--- src/hw/rtl/sgr_pkg.sv ---
// ----------------------------------------------------------------------------
// sgr_pkg
// Shared types, constants and palette/code helpers for the SGR color parser.
// ----------------------------------------------------------------------------
package sgr_pkg;

    localparam int FIFO_DEPTH = 4;
    localparam int FIFO_AW    = $clog2(FIFO_DEPTH);
    localparam int FIFO_CW    = $clog2(FIFO_DEPTH + 1);

    typedef logic [23:0] rgb_t;

    localparam rgb_t DEFAULT_FORE = 24'hC0C0C0;
    localparam rgb_t DEFAULT_BACK = 24'h000000;

    localparam logic [9:0] CODE_RESET     = 10'd0;
    localparam logic [9:0] CODE_BOLD      = 10'd1;
    localparam logic [9:0] CODE_BOLD_OFF  = 10'd22;
    localparam logic [9:0] CODE_FG_LO     = 10'd30;
    localparam logic [9:0] CODE_FG_HI     = 10'd37;
    localparam logic [9:0] CODE_BG_LO     = 10'd40;
    localparam logic [9:0] CODE_BG_HI     = 10'd47;
    localparam logic [9:0] CODE_FGB_LO    = 10'd90;
    localparam logic [9:0] CODE_FGB_HI    = 10'd97;
    localparam logic [9:0] CODE_BGB_LO    = 10'd100;
    localparam logic [9:0] CODE_BGB_HI    = 10'd107;

    // Attribute set: colors plus bold
    typedef struct packed {
        rgb_t fore;
        rgb_t back;
        logic bold;
    } sgr_attr_t;

    localparam sgr_attr_t ATTR_DEFAULT = '{fore: DEFAULT_FORE, back: DEFAULT_BACK, bold: 1'b0};

    // Work item handed from the parser to the emitter
    typedef struct packed {
        logic [7:0] out_byte;
        rgb_t       fore_rgb;
        rgb_t       back_rgb;
        logic       has_text;
        logic       has_end;
    } sgr_entry_t;

    function automatic rgb_t normal_pal(input logic [2:0] idx);
        rgb_t c;
        case (idx)
            3'd0:    c = 24'h000000;
            3'd1:    c = 24'h800000;
            3'd2:    c = 24'h008000;
            3'd3:    c = 24'h808000;
            3'd4:    c = 24'h000080;
            3'd5:    c = 24'h800080;
            3'd6:    c = 24'h008080;
            default: c = 24'hC0C0C0;
        endcase
        return c;
    endfunction

    function automatic rgb_t bright_pal(input logic [2:0] idx);
        rgb_t c;
        case (idx)
            3'd0:    c = 24'h808080;
            3'd1:    c = 24'hFF0000;
            3'd2:    c = 24'h00FF00;
            3'd3:    c = 24'hFFFF00;
            3'd4:    c = 24'h0000FF;
            3'd5:    c = 24'hFF00FF;
            3'd6:    c = 24'h00FFFF;
            default: c = 24'hFFFFFF;
        endcase
        return c;
    endfunction

    // One SGR code applied to a staged attribute set
    function automatic sgr_attr_t apply_code(input logic [9:0] code, input sgr_attr_t cur);
        sgr_attr_t  nxt;
        logic [9:0] off_fg;
        logic [9:0] off_bg;
        logic [9:0] off_fgb;
        logic [9:0] off_bgb;
        nxt     = cur;
        off_fg  = code - CODE_FG_LO;
        off_bg  = code - CODE_BG_LO;
        off_fgb = code - CODE_FGB_LO;
        off_bgb = code - CODE_BGB_LO;
        if (code == CODE_RESET) begin
            nxt = ATTR_DEFAULT;
        end else if (code == CODE_BOLD) begin
            nxt.bold = 1'b1;
        end else if (code == CODE_BOLD_OFF) begin
            nxt.bold = 1'b0;
        end else if (code >= CODE_FG_LO && code <= CODE_FG_HI) begin
            nxt.fore = cur.bold ? bright_pal(off_fg[2:0]) : normal_pal(off_fg[2:0]);
        end else if (code >= CODE_BG_LO && code <= CODE_BG_HI) begin
            nxt.back = normal_pal(off_bg[2:0]);
        end else if (code >= CODE_FGB_LO && code <= CODE_FGB_HI) begin
            nxt.fore = bright_pal(off_fgb[2:0]);
        end else if (code >= CODE_BGB_LO && code <= CODE_BGB_HI) begin
            nxt.back = bright_pal(off_bgb[2:0]);
        end
        return nxt;
    endfunction

endpackage

--- src/hw/rtl/ansi_sgr_color_parser.sv ---
// ----------------------------------------------------------------------------
// ansi_sgr_color_parser
// Strips ANSI SGR escape sequences from a byte stream and tags each byte
// with its 24-bit foreground and background colors.
// ----------------------------------------------------------------------------
// Usage:
//   Input beats: s_tdata = text byte, s_tuser = byte present, s_tlast = end
//   of text. A beat with s_tuser low and s_tlast low is absorbed silently.
//   Output beats: one per displayable byte in the colors in force, and a
//   line-end beat (m_tuser high, byte zero) for every s_tlast; m_tlast marks
//   the final beat produced by one input beat.
//   Throughput: one input beat per clock while the queue is not full. An input
//   that yields a text byte and a line end takes two output beats, and the
//   emitter drains at most one beat per clock; the four-entry queue absorbs the difference.
//   Path: the queue is written at the accepting edge, and the emitter then
//   loads the output register from the queue head once that register is free.
//   Reset (rst_n low, async): text mode, fore 0xC0C0C0, back black, bold
//   off, queue empty, no output beat held.
//   Stall: a held m_tready low keeps the output beat stable; the queue
//   fills and s_tready drops once it is full.
// ----------------------------------------------------------------------------
module ansi_sgr_color_parser (
    input  logic        clk,
    input  logic        rst_n,
    input  logic        s_tvalid,
    output logic        s_tready,
    input  logic [7:0]  s_tdata,   // text_byte[7:0]
    input  logic        s_tuser,   // byte_valid
    input  logic        s_tlast,   // end_of_text
    output logic        m_tvalid,
    input  logic        m_tready,
    output logic [55:0] m_tdata,   // out_byte[7:0], fore_rgb[31:8], back_rgb[55:32]
    output logic        m_tuser,   // is_line_end
    output logic        m_tlast    // last_of_run
);

    logic                accept;
    logic                push;
    sgr_pkg::sgr_entry_t push_data;
    logic                pop;
    sgr_pkg::sgr_entry_t head;
    logic                not_empty;
    logic                full;

    // Parser stalls only on a full queue
    assign s_tready = !full;
    assign accept   = s_tvalid && s_tready;

    sgr_front u_front (
        .clk         (clk),
        .rst_n       (rst_n),
        .accept      (accept),
        .text_byte   (s_tdata),
        .byte_valid  (s_tuser),
        .end_of_text (s_tlast),
        .push        (push),
        .push_data   (push_data)
    );

    sgr_fifo u_fifo (
        .clk       (clk),
        .rst_n     (rst_n),
        .push      (push),
        .push_data (push_data),
        .pop       (pop),
        .head      (head),
        .not_empty (not_empty),
        .full      (full)
    );

    sgr_back u_back (
        .clk        (clk),
        .rst_n      (rst_n),
        .head       (head),
        .head_valid (not_empty),
        .pop        (pop),
        .m_tvalid   (m_tvalid),
        .m_tready   (m_tready),
        .m_tdata    (m_tdata),
        .m_tuser    (m_tuser),
        .m_tlast    (m_tlast)
    );

endmodule

--- src/hw/rtl/sgr_front.sv ---
// ----------------------------------------------------------------------------
// sgr_front
// Escape-sequence parser: classifies each byte, tracks colors, posts work.
// ----------------------------------------------------------------------------
module sgr_front (
    input  logic               clk,
    input  logic               rst_n,
    input  logic               accept,
    input  logic [7:0]         text_byte,
    input  logic               byte_valid,
    input  logic               end_of_text,
    output logic               push,
    output sgr_pkg::sgr_entry_t push_data
);

    localparam logic [1:0] MODE_TEXT  = 2'd0;
    localparam logic [1:0] MODE_ESC   = 2'd1;
    localparam logic [1:0] MODE_PARAM = 2'd2;

    localparam logic [7:0] CH_ESC     = 8'h1B;
    localparam logic [7:0] CH_LBRACK  = 8'h5B;
    localparam logic [7:0] CH_SEMI    = 8'h3B;
    localparam logic [7:0] CH_M       = 8'h6D;
    localparam logic [7:0] CH_ZERO    = 8'h30;
    localparam logic [7:0] CH_NINE    = 8'h39;
    localparam logic [13:0] ACC_MAX   = 14'd1023;

    logic [1:0]         mode_reg,  mode_next;
    sgr_pkg::sgr_attr_t cur_reg,   cur_next;
    sgr_pkg::sgr_attr_t pend_reg,  pend_next;
    logic [9:0]         acc_reg,   acc_next;
    logic               digit_reg, digit_next;
    logic               any_reg,   any_next;

    sgr_pkg::sgr_attr_t work;
    logic [13:0]        acc_wide;
    logic [9:0]         acc_sat;
    logic               is_digit;
    logic               to_text;
    logic               emit_text;
    sgr_pkg::sgr_attr_t out_attr;

    // acc*10 + digit as shifts and adds
    assign acc_wide = {1'b0, acc_reg, 3'b000} + {3'b000, acc_reg, 1'b0}
                    + {10'd0, text_byte[3:0]};
    assign acc_sat  = (acc_wide > ACC_MAX) ? ACC_MAX[9:0] : acc_wide[9:0];
    assign is_digit = (text_byte >= CH_ZERO) && (text_byte <= CH_NINE);

    always_comb
    begin
        mode_next  = mode_reg;
        cur_next   = cur_reg;
        pend_next  = pend_reg;
        acc_next   = acc_reg;
        digit_next = digit_reg;
        any_next   = any_reg;
        work       = pend_reg;
        to_text    = 1'b0;
        emit_text  = 1'b0;

        if (byte_valid)
        begin
            unique case (mode_reg)
                MODE_ESC:
                begin
                    if (text_byte == CH_LBRACK)
                    begin
                        mode_next  = MODE_PARAM;
                        pend_next  = cur_reg;
                        acc_next   = 10'd0;
                        digit_next = 1'b0;
                        any_next   = 1'b0;
                    end
                    else
                    begin
                        to_text = 1'b1;
                    end
                end
                MODE_PARAM:
                begin
                    if (is_digit)
                    begin
                        acc_next   = acc_sat;
                        digit_next = 1'b1;
                    end
                    else if (text_byte == CH_SEMI || text_byte == CH_M)
                    begin
                        if (digit_reg)
                        begin
                            work = sgr_pkg::apply_code(acc_reg, pend_reg);
                        end
                        acc_next   = 10'd0;
                        digit_next = 1'b0;
                        any_next   = any_reg | digit_reg;
                        if (text_byte == CH_M)
                        begin
                            // empty list acts as a reset
                            if (!(any_reg | digit_reg))
                            begin
                                work = sgr_pkg::ATTR_DEFAULT;
                            end
                            cur_next  = work;
                            any_next  = 1'b0;
                            mode_next = MODE_TEXT;
                        end
                        pend_next = work;
                    end
                    else
                    begin
                        to_text = 1'b1;
                    end
                end
                default:
                begin
                    to_text = 1'b1;
                end
            endcase

            if (to_text)
            begin
                if (text_byte == CH_ESC)
                begin
                    mode_next = MODE_ESC;
                end
                else
                begin
                    mode_next = MODE_TEXT;
                    emit_text = 1'b1;
                end
            end
        end

        // colors seen by this item's results
        out_attr = cur_next;

        if (end_of_text)
        begin
            mode_next  = MODE_TEXT;
            cur_next   = sgr_pkg::ATTR_DEFAULT;
            pend_next  = sgr_pkg::ATTR_DEFAULT;
            acc_next   = 10'd0;
            digit_next = 1'b0;
            any_next   = 1'b0;
        end
    end

    assign push               = accept && (emit_text || end_of_text);
    assign push_data.out_byte = text_byte;
    assign push_data.fore_rgb = out_attr.fore;
    assign push_data.back_rgb = out_attr.back;
    assign push_data.has_text = emit_text;
    assign push_data.has_end  = end_of_text;

    always_ff @(posedge clk or negedge rst_n)
    begin
        if (!rst_n)
        begin
            mode_reg  <= MODE_TEXT;
            cur_reg   <= sgr_pkg::ATTR_DEFAULT;
            pend_reg  <= sgr_pkg::ATTR_DEFAULT;
            acc_reg   <= 10'd0;
            digit_reg <= 1'b0;
            any_reg   <= 1'b0;
        end
        else if (accept)
        begin
            mode_reg  <= mode_next;
            cur_reg   <= cur_next;
            pend_reg  <= pend_next;
            acc_reg   <= acc_next;
            digit_reg <= digit_next;
            any_reg   <= any_next;
        end
    end

endmodule

--- src/hw/rtl/sgr_fifo.sv ---
// ----------------------------------------------------------------------------
// sgr_fifo
// Short work queue between parser and emitter.
// ----------------------------------------------------------------------------
module sgr_fifo (
    input  logic                clk,
    input  logic                rst_n,
    input  logic                push,
    input  sgr_pkg::sgr_entry_t push_data,
    input  logic                pop,
    output sgr_pkg::sgr_entry_t head,
    output logic                not_empty,
    output logic                full
);

    sgr_pkg::sgr_entry_t mem [sgr_pkg::FIFO_DEPTH];

    logic [sgr_pkg::FIFO_AW-1:0] wr_ptr_reg;
    logic [sgr_pkg::FIFO_AW-1:0] rd_ptr_reg;
    logic [sgr_pkg::FIFO_CW-1:0] count_reg, count_next;

    assign not_empty = (count_reg != '0);
    assign full      = (count_reg == sgr_pkg::FIFO_CW'(sgr_pkg::FIFO_DEPTH));
    assign head      = mem[rd_ptr_reg];

    always_comb
    begin
        count_next = count_reg;
        if (push && !pop)
        begin
            count_next = count_reg + 1'b1;
        end
        else if (pop && !push)
        begin
            count_next = count_reg - 1'b1;
        end
    end

    always_ff @(posedge clk)
    begin
        if (push)
        begin
            mem[wr_ptr_reg] <= push_data;
        end
    end

    always_ff @(posedge clk or negedge rst_n)
    begin
        if (!rst_n)
        begin
            wr_ptr_reg <= '0;
            rd_ptr_reg <= '0;
            count_reg  <= '0;
        end
        else
        begin
            if (push)
            begin
                wr_ptr_reg <= wr_ptr_reg + 1'b1;
            end
            if (pop)
            begin
                rd_ptr_reg <= rd_ptr_reg + 1'b1;
            end
            count_reg <= count_next;
        end
    end

`ifndef SYNTHESIS
    a_no_overflow: assert property (@(posedge clk) disable iff (!rst_n)
        full |-> !push)
        else $error("queue written while full");

    a_no_underflow: assert property (@(posedge clk) disable iff (!rst_n)
        pop |-> not_empty)
        else $error("queue read while empty");
`endif

endmodule

--- src/hw/rtl/sgr_back.sv ---
// ----------------------------------------------------------------------------
// sgr_back
// Result emitter: expands queued work into output beats behind a register.
// ----------------------------------------------------------------------------
module sgr_back (
    input  logic                clk,
    input  logic                rst_n,
    input  sgr_pkg::sgr_entry_t head,
    input  logic                head_valid,
    output logic                pop,
    output logic                m_tvalid,
    input  logic                m_tready,
    output logic [55:0]         m_tdata,   // out_byte[7:0], fore_rgb[31:8], back_rgb[55:32]
    output logic                m_tuser,   // is_line_end
    output logic                m_tlast    // last_of_run
);

    logic               out_valid_reg;
    logic [7:0]         byte_reg,  byte_next;
    sgr_pkg::rgb_t      fore_reg;
    sgr_pkg::rgb_t      back_reg;
    logic               end_reg,   end_next;
    logic               last_reg,  last_next;
    logic               phase_reg, phase_next;
    logic               load;

    assign load = !out_valid_reg || m_tready;

    always_comb
    begin
        pop        = 1'b0;
        phase_next = phase_reg;
        byte_next  = 8'd0;
        end_next   = 1'b1;
        last_next  = 1'b1;
        if (load && head_valid)
        begin
            if (head.has_text && !phase_reg)
            begin
                byte_next = head.out_byte;
                end_next  = 1'b0;
                last_next = !head.has_end;
                if (head.has_end)
                begin
                    phase_next = 1'b1;
                end
                else
                begin
                    pop = 1'b1;
                end
            end
            else
            begin
                pop        = 1'b1;
                phase_next = 1'b0;
            end
        end
    end

    always_ff @(posedge clk or negedge rst_n)
    begin
        if (!rst_n)
        begin
            out_valid_reg <= 1'b0;
            phase_reg     <= 1'b0;
        end
        else
        begin
            if (load)
            begin
                out_valid_reg <= head_valid;
            end
            phase_reg <= phase_next;
        end
    end

    always_ff @(posedge clk)
    begin
        if (load && head_valid)
        begin
            byte_reg <= byte_next;
            fore_reg <= head.fore_rgb;
            back_reg <= head.back_rgb;
            end_reg  <= end_next;
            last_reg <= last_next;
        end
    end

    assign m_tvalid = out_valid_reg;
    assign m_tdata  = {back_reg, fore_reg, byte_reg};
    assign m_tuser  = end_reg;
    assign m_tlast  = last_reg;

`ifndef SYNTHESIS
    a_end_is_last: assert property (@(posedge clk) disable iff (!rst_n)
        (m_tvalid && m_tuser) |-> (m_tlast && m_tdata[7:0] == 8'd0))
        else $error("line-end beat not last or nonzero byte");

    a_phase_holds_head: assert property (@(posedge clk) disable iff (!rst_n)
        phase_reg |-> head_valid)
        else $error("second beat pending with empty queue");

    a_text_then_end: assert property (@(posedge clk) disable iff (!rst_n)
        (m_tvalid && m_tready && !m_tlast) |=> (m_tvalid && m_tuser))
        else $error("text beat without last not followed by line end");
`endif

endmodule

--- config.mk ---
export PLATFORM = sky130hd
export DESIGN_NAME = ansi_sgr_color_parser
export DESIGN_NICKNAME = d
export VERILOG_FILES = /design/src/hw/rtl/sgr_pkg.sv /design/src/hw/rtl/ansi_sgr_color_parser.sv /design/src/hw/rtl/sgr_front.sv /design/src/hw/rtl/sgr_fifo.sv /design/src/hw/rtl/sgr_back.sv
export SDC_FILE = /design/constraint.sdc
export NUM_CORES = 1
export LEC_CHECK = 0
export BUFFER_PORTS_ARGS = -buffer_cell sky130_fd_sc_hd__buf_2
export CAP_MARGIN = 10
export CORE_ASPECT_RATIO = 1.2
export CORE_MARGIN = 2
export CORE_UTILIZATION = 65
export CTS_BUF_LIST = sky130_fd_sc_hd__clkbuf_4 sky130_fd_sc_hd__clkbuf_8
export DETAILED_ROUTE_END_ITERATION = 8
export HOLD_SLACK_MARGIN = 0.08
export PLACE_DENSITY = 0.95
export SYNTH_ARGS = -nofsm -noshare
export SYNTH_HDL_FRONTEND = slang
export SYNTH_SLANG_ARGS = --single-unit
--- constraint.sdc ---
create_clock -name clk -period 8.4 [get_ports clk]
set_input_delay 0.42 -clock clk [delete_from_list [all_inputs] [get_ports clk]]
set_output_delay 0.42 -clock clk [all_outputs]
set_load 0.02 [all_outputs]
Yosys cells after proc, flatten, opt, wreduce, memory -nomap -nowiden
Memory sizes are Yosys's and may differ from the RTL's.
Cells that the tools add are included.
{"block": "op_classes", "bitwise": 1, "n_lt_le_gt_ge": 11, "mux": 79, "add_sub_neg": 10, "n_eq_ne": 43, "reduce_logical": 38}
{"cell": "case mux 24 bit (7 select lines)", "n": 5}
{"cell": "2-to-1 mux 49 bit", "n": 15}
{"cell": "2-to-1 mux 24 bit", "n": 8}
{"cell": "case mux 49 bit (2 select lines)", "n": 1}
{"cell": "2-to-1 mux 48 bit", "n": 2}
{"cell": "2-to-1 mux 10 bit", "n": 6}
{"cell": "equality test 3 bit (second input constant)", "n": 13}
{"cell": "2-to-1 mux 1 bit", "n": 28}
{"cell": "equality test 3 x 2 -> 1 bit (second input constant)", "n": 8}
{"cell": ">= comparator 10 x 7 -> 1 bit (second input constant)", "n": 2}
{"cell": "less-or-equal comparator 10 x 6 -> 1 bit (second input constant)", "n": 2}
{"cell": "less-or-equal comparator 10 x 7 -> 1 bit (second input constant)", "n": 2}
{"cell": "case mux 10 bit (2 select lines)", "n": 1}
{"cell": "equality test 8 x 7 -> 1 bit (second input constant)", "n": 2}
{"cell": "!= test 4 x 2 -> 1 bit (second input constant)", "n": 4}
{"cell": "adder 13 x 11 -> 14 bit", "n": 1}
{"cell": "adder 14 x 4 -> 14 bit", "n": 1}
{"cell": "> comparator 14 x 10 -> 1 bit (second input constant)", "n": 1}
{"cell": "2-to-1 mux 2 bit", "n": 7}
{"cell": "equality test 3 x 1 -> 1 bit (second input constant)", "n": 4}
{"cell": "logical NOT 3 bit", "n": 4}
{"cell": "AND reduction 6 bit", "n": 2}
{"cell": "logical AND 1 bit", "n": 11}
{"cell": "equality test 10 x 1 -> 1 bit (second input constant)", "n": 1}
{"cell": "other kinds (32)", "n": 51}
{"block": "totals", "register_bits": 179, "word_cells": 203, "memories": 1, "output_inout_bits": 60, "mem_bits_rw": 232}
{"memory": "u_fifo.mem", "words": 4, "word_bits": 58, "rd": 1, "rd_clocked_by_memory_dff": 0, "wr": 1, "line": "sgr_fifo.sv:16", "source": "sgr_pkg::sgr_entry_t mem [sgr_pkg::FIFO_DEPTH];"}

Longest topological paths before layout
{"block": "logic_depth", "ltp_word": 18, "mapped_depth": 13}

Hierarchy
A second synthesis with hierarchy kept.
{"block": "hier_totals", "hier_cells": 1266, "area_unflattened_um2": 18144.9}
{"module": "sgr_fifo", "cells_per_inst": 338, "seq_area_each_um2": 7141.8, "n_inst": 1, "area_per_inst_um2": 8836.0}
{"module": "sgr_front", "cells_per_inst": 847, "seq_area_each_um2": 2817.7, "n_inst": 1, "area_per_inst_um2": 7369.6}
{"module": "sgr_back", "cells_per_inst": 79, "seq_area_each_um2": 1791.7, "n_inst": 1, "area_per_inst_um2": 1929.4}
{"module": "ansi_sgr_color_parser", "cells_per_inst": 2, "seq_area_each_um2": 0.0, "n_inst": 1, "area_per_inst_um2": 10.0}

Worst setup path before layout
No wires, ideal clock.
{"block": "synth_path", "path_type": "register to register", "from": "register u_back.out_valid_reg (netlist: u_back.m_tvalid)", "to": "register u_fifo.count_reg[1] (netlist name)", "synth_period_minus_slack_ns": 5.061, "setup_time_ns": 0.125, "setup_slack_ns": 3.339, "required_ns": 8.275, "stages_incl_launch_ff": 7, "t_arrival_ns": 4.937, "path_cell_list": "dfrtp_1 -> a21oi_1 -> nand2_1 -> ha_1 -> inv_1 -> fa_1 -> mux2_2"}
{"block": "synth_between", "elab_chain_cells": 7, "elab_cells_between_ends": 9}
{"element": "from (decl)", "line": "sgr_back.sv:18", "source": "logic out_valid_reg;"}
{"element": "from (signal assigned)", "line": "sgr_back.sv:71", "source": "out_valid_reg <= head_valid;"}
{"element": "logical NOT 1 bit", "line": "sgr_back.sv:27", "source": "assign load = !out_valid_reg || m_tready;"}
{"element": "logical OR 1 bit", "line": "sgr_back.sv:27"}
{"element": "logical AND 1 bit", "line": "sgr_back.sv:36", "source": "if (load && head_valid)"}
{"element": "2-to-1 mux 1 bit", "line": "sgr_back.sv:36"}
{"element": "logical NOT 1 bit", "line": "sgr_fifo.sv:29", "source": "if (push && !pop)"}
{"element": "logical AND 1 bit", "line": "sgr_fifo.sv:29"}
{"element": "2-to-1 mux 3 bit", "line": "sgr_fifo.sv:29"}
{"element": "named net u_fifo.count_next, one bit", "line": "sgr_fifo.sv:20", "source": "logic [sgr_pkg::FIFO_CW-1:0] count_reg, count_next;"}
{"element": "to (signal assigned)", "line": "sgr_fifo.sv:65", "source": "count_reg <= count_next;"}
{"element": "to (decl)", "line": "sgr_fifo.sv:20"}
The timed path passes the listed nets, and every way through them passes these cells.
A chain may end at the register's enable or synchronous reset.

Worst setup path in the final report
{"block": "layout_path", "from": "input port s_tdata[4]", "to": "register u_front.cur_reg[36] (netlist name)"}
{"block": "layout_between", "elab_chain_cells": 7, "elab_cells_between_ends": 12}
{"element": "from (decl)", "line": "ansi_sgr_color_parser.sv:27", "source": "input logic [7:0] s_tdata,"}
{"element": "parallel branches: the longest is 3 deep, another holds >= comparator 8 x 6 -> 1 bit"}
{"element": "2-to-1 mux 49 bit *", "line": "sgr_front.sv:81", "source": "if (is_digit)"}
{"element": "2-to-1 mux 49 bit *", "line": "sgr_front.sv:63", "source": "unique case (mode_reg)"}
{"element": "2-to-1 mux 49 bit *", "line": "sgr_front.sv:61", "source": "if (byte_valid)"}
{"element": "2-to-1 mux 49 bit *", "line": "sgr_front.sv:136", "source": "if (end_of_text)"}
{"element": "to (signal assigned)", "line": "sgr_front.sv:159", "source": "cur_reg <= sgr_pkg::ATTR_DEFAULT;"}
{"element": "to (signal assigned)", "line": "sgr_front.sv:168", "source": "cur_reg <= cur_next;"}
{"element": "to (decl)", "line": "sgr_front.sv:29", "source": "sgr_pkg::sgr_attr_t cur_reg, cur_next;"}
Mark *: on every way between the ends. The select of a mux whose other input is x is not followed.

==> impl_metrics.csv <==
group,metric,value,unit
cts,clkLatencyLatePin,0.62,ns
cts,cts_made_buffers,58,
cts,cts_tree,"yes",
place,dp_hpwl,23.7,mm
sta,setup_viol,0,
yosys,syn_inst,1173,
worst_setup_path,r2r_setup_slack,4.42,ns
cts,clockBufferDepth,3,
worst_setup_path,path_max_fanout,21,
power,vdd_drop_max,0.224,mV
yosys,synth_edf_count,290,
job,cap_violations,0,
sta,min_period_over_period,47.9,%
place,globalplace.congestion,0.947,
global_routing,grtUsageTotal,28.5,%
route,drt_first_pass_iters,5,
die,num_io_pins,74,
route,postRouteAntennaNets,0,
route,vias,11300,
cts,post_cts_buffers,0,
worst_setup_path,regToRegStartpoint,"u_front.acc_reg[1]",
worst_setup_path,cp-end-kind,"flop",
global_routing,overflow,0,
worst_setup_path,path_class,"input pin to flop",
finish,drive_gt1_share,21.3,%
finish,layout.nets,1308,
yosys,syn_nets,1219,
yosys,async_flop_share,29.4,%
cts,clkSinkCount,411,
worst_setup_path,critPathRequiredTime,8.91,ns
sta,finalClockSkew,0.0426,ns
yosys,syn_area_per_cell,14.8,sq um
cts,cts_htree_levels,2,
finish,fin_area,0.0192,sq mm
worst_setup_path,startpoint,"s_tdata[4]",
place,dpl_cell_area,0.0180,sq mm
power,leakagePower,6.99,nW
finish,antenna_cells,0,
finish,final_cell_mix,"edfxtp_1 (290), dfrtp_1 (107), nand2_1 (92)",
worst_setup_path,crit_end,"u_front.cur_reg[36]",
route,drt_iter0_drc,1503,
global_routing,antenna_found_initial,0,
worst_setup_path,r2r_end,"u_front.acc_reg[8]",
die,die_area,0.0280,sq mm
finish,largest_reg_flops,232,
worst_setup_path,r2r_cells,10,
route,wl,39.3,mm
sta,final_hold_viol_count,0,
yosys,yosysSeqAreaShare,67.8,%
power,cellPowerDensity,282,mW/mm^2
yosys,yosys_warnings,0,
worst_setup_path,cp.arrival,4.53,ns
sta,tns,0,ns
finish,final_common_cell,"edfxtp_1",
yosys,synthFlopType,"edfxtp_1",
sta,slew_viol_final,0,
global_routing,first_global_vias,11800,
global_routing,grt_first_pass_wirelength,62.9,mm
cts,root_buffer,"clkbuf_8",
cts,clk_pin_slew,0.06,ns
place,numPortBuffers,73,
global_routing,grt_max_degree,63,
worst_setup_path,worstSetupStartpointType,"input pin",
die,initial_core_util,66.0,%
die,die_w,153,um
route,drc_errors,0,
route,via_per_inst,6.86,
min_path,min_path_type,"input pin to flop",
yosys,ys_types,81,
status,status,"finished clean",
yosys,netlist_area,0.0173,sq mm
die,fp.coreArea,0.0263,sq mm
sta,fin_hold_ws,0.100,ns
sta,rsz0062_at_grt,"false",
sta,fmax,249,MHz
die,num_rows,65,
sta,period_minus_slack,4.02,ns
sta,slew_headroom,28.5,%
finish,nFillCells,1468,
die,die_height,183,um
sta,worst_pin_slew,1.07,ns
finish,syn_to_final_growth,10.6,%
yosys,synth_seq_cells,411,
route,routedWlPerCell,23.9,um
## cell usage after synthesis (13+ instances only)
cell        n  area share, %
buf_2      13           0.38
edfxtp_1  290             50
nor3_1     16           0.46
inv_1      23           0.50
mux4_2     58            7.5
o21ai_0    86            2.5
a221o_1    42            2.4
clkbuf_1   45           0.97
dfrtp_1   109             16
a21oi_1    85            2.5
ha_1       29            2.1
and3_1     20           0.72
nor2_1     70            1.5
nand2_1    92            2.0
## worst max-delay path: stages
cell and delay, ns:
dlygate4sd3_1 0.53, buf_2 0.16, nand4bb_1 0.27, nor2_1 0.29, nand3_1 0.17, nor2_1 0.73, nand2_1 0.78, nor3_1 0.93
a221o_1 0.23
## repair_timing
item,in CTS,in global routing
gates resized for setup,0,0
hold buffers,4,0
hold endpoints to repair,66,0
## kinds of logic (layout without fill, tap and decap cells)
logic type | after synthesis | after routing | share of synthesized area (%)
AOI/OAI and AO/OA | 314 | 314 | 12.2
xor gates and xnor gates | 11 | 11 | 0.556
adders and majority gates | 32 | 32 | 2.44
buffers and inverters | 89 | 227 | 2.13
DFF | 411 | 411 | 67.8
muxes | 63 | 63 | 7.86
and+or+nand+nor | 253 | 253 | 7.01
## worst min path at each step
stage	cells after the start	slack, ns	startpoint	end
after floorplan	0	0.12	rst_n	u_back.m_tvalid
after detailed placement	2	0.47	u_front.pend_reg[21]	u_front.pend_reg[21]
after global routing	1	0.10	s_tdata[0]	u_fifo.mem[1][50]
after global placement	2	0.46	u_front.pend_reg[20]	u_front.pend_reg[20]
after CTS	1	0.09	s_tdata[1]	u_fifo.mem[0][51]
final	1	0.10	s_tdata[1]	u_fifo.mem[3][51]
## power by group
group	total, W	internal [W]	switching, W
logic	0.00115	0.000458	0.000692
registers	0.00275	0.00261	0.000146
clock network	0.00150	0.000751	0.000747
## metrics by stage
| step | std cells | total power [W] | setup WS (ns) | util [%] |
|---|---|---|---|---|
| after CTS | 1646 | 0.00542 | 4.19 | 72.9 |
| after global placement | 1533 | 0.00387 | 4.38 | 68.5 |
| after global routing | 1646 | 0.00561 | 4.20 | 73.0 |
| after floorplan | 1173 | 0.00357 | 3.34 | - |
| final | 1646 | 0.00540 | 4.38 | 73.0 |
| after detailed placement | 1533 | 0.00395 | 4.23 | 68.5 |
## cell type report
class	instances	area (sq um)	share of cell area (%)
Tap cell	335	419	2.19
Clock buffer	75	957	4.99
Multi-Input combinational cell	673	5240	27.3
Timing Repair Buffer	94	536	2.79
Inverter	24	90.1	0.470
Clock inverter	34	166	0.868
Sequential cell	411	11800	61.3
## layer usage
metal / vias to the layer above / wire length [um] / global-route usage (%)
li1: 4769 / - / -
met1: 5510 / 14100 / 36.1
met2: 839 / 19400 / 46.7
met3: 176 / 3630 / 5.51
met4: 0 / 2200 / 16.2
met5: - / 0 / 0
(Power assumes the default switching activity.)
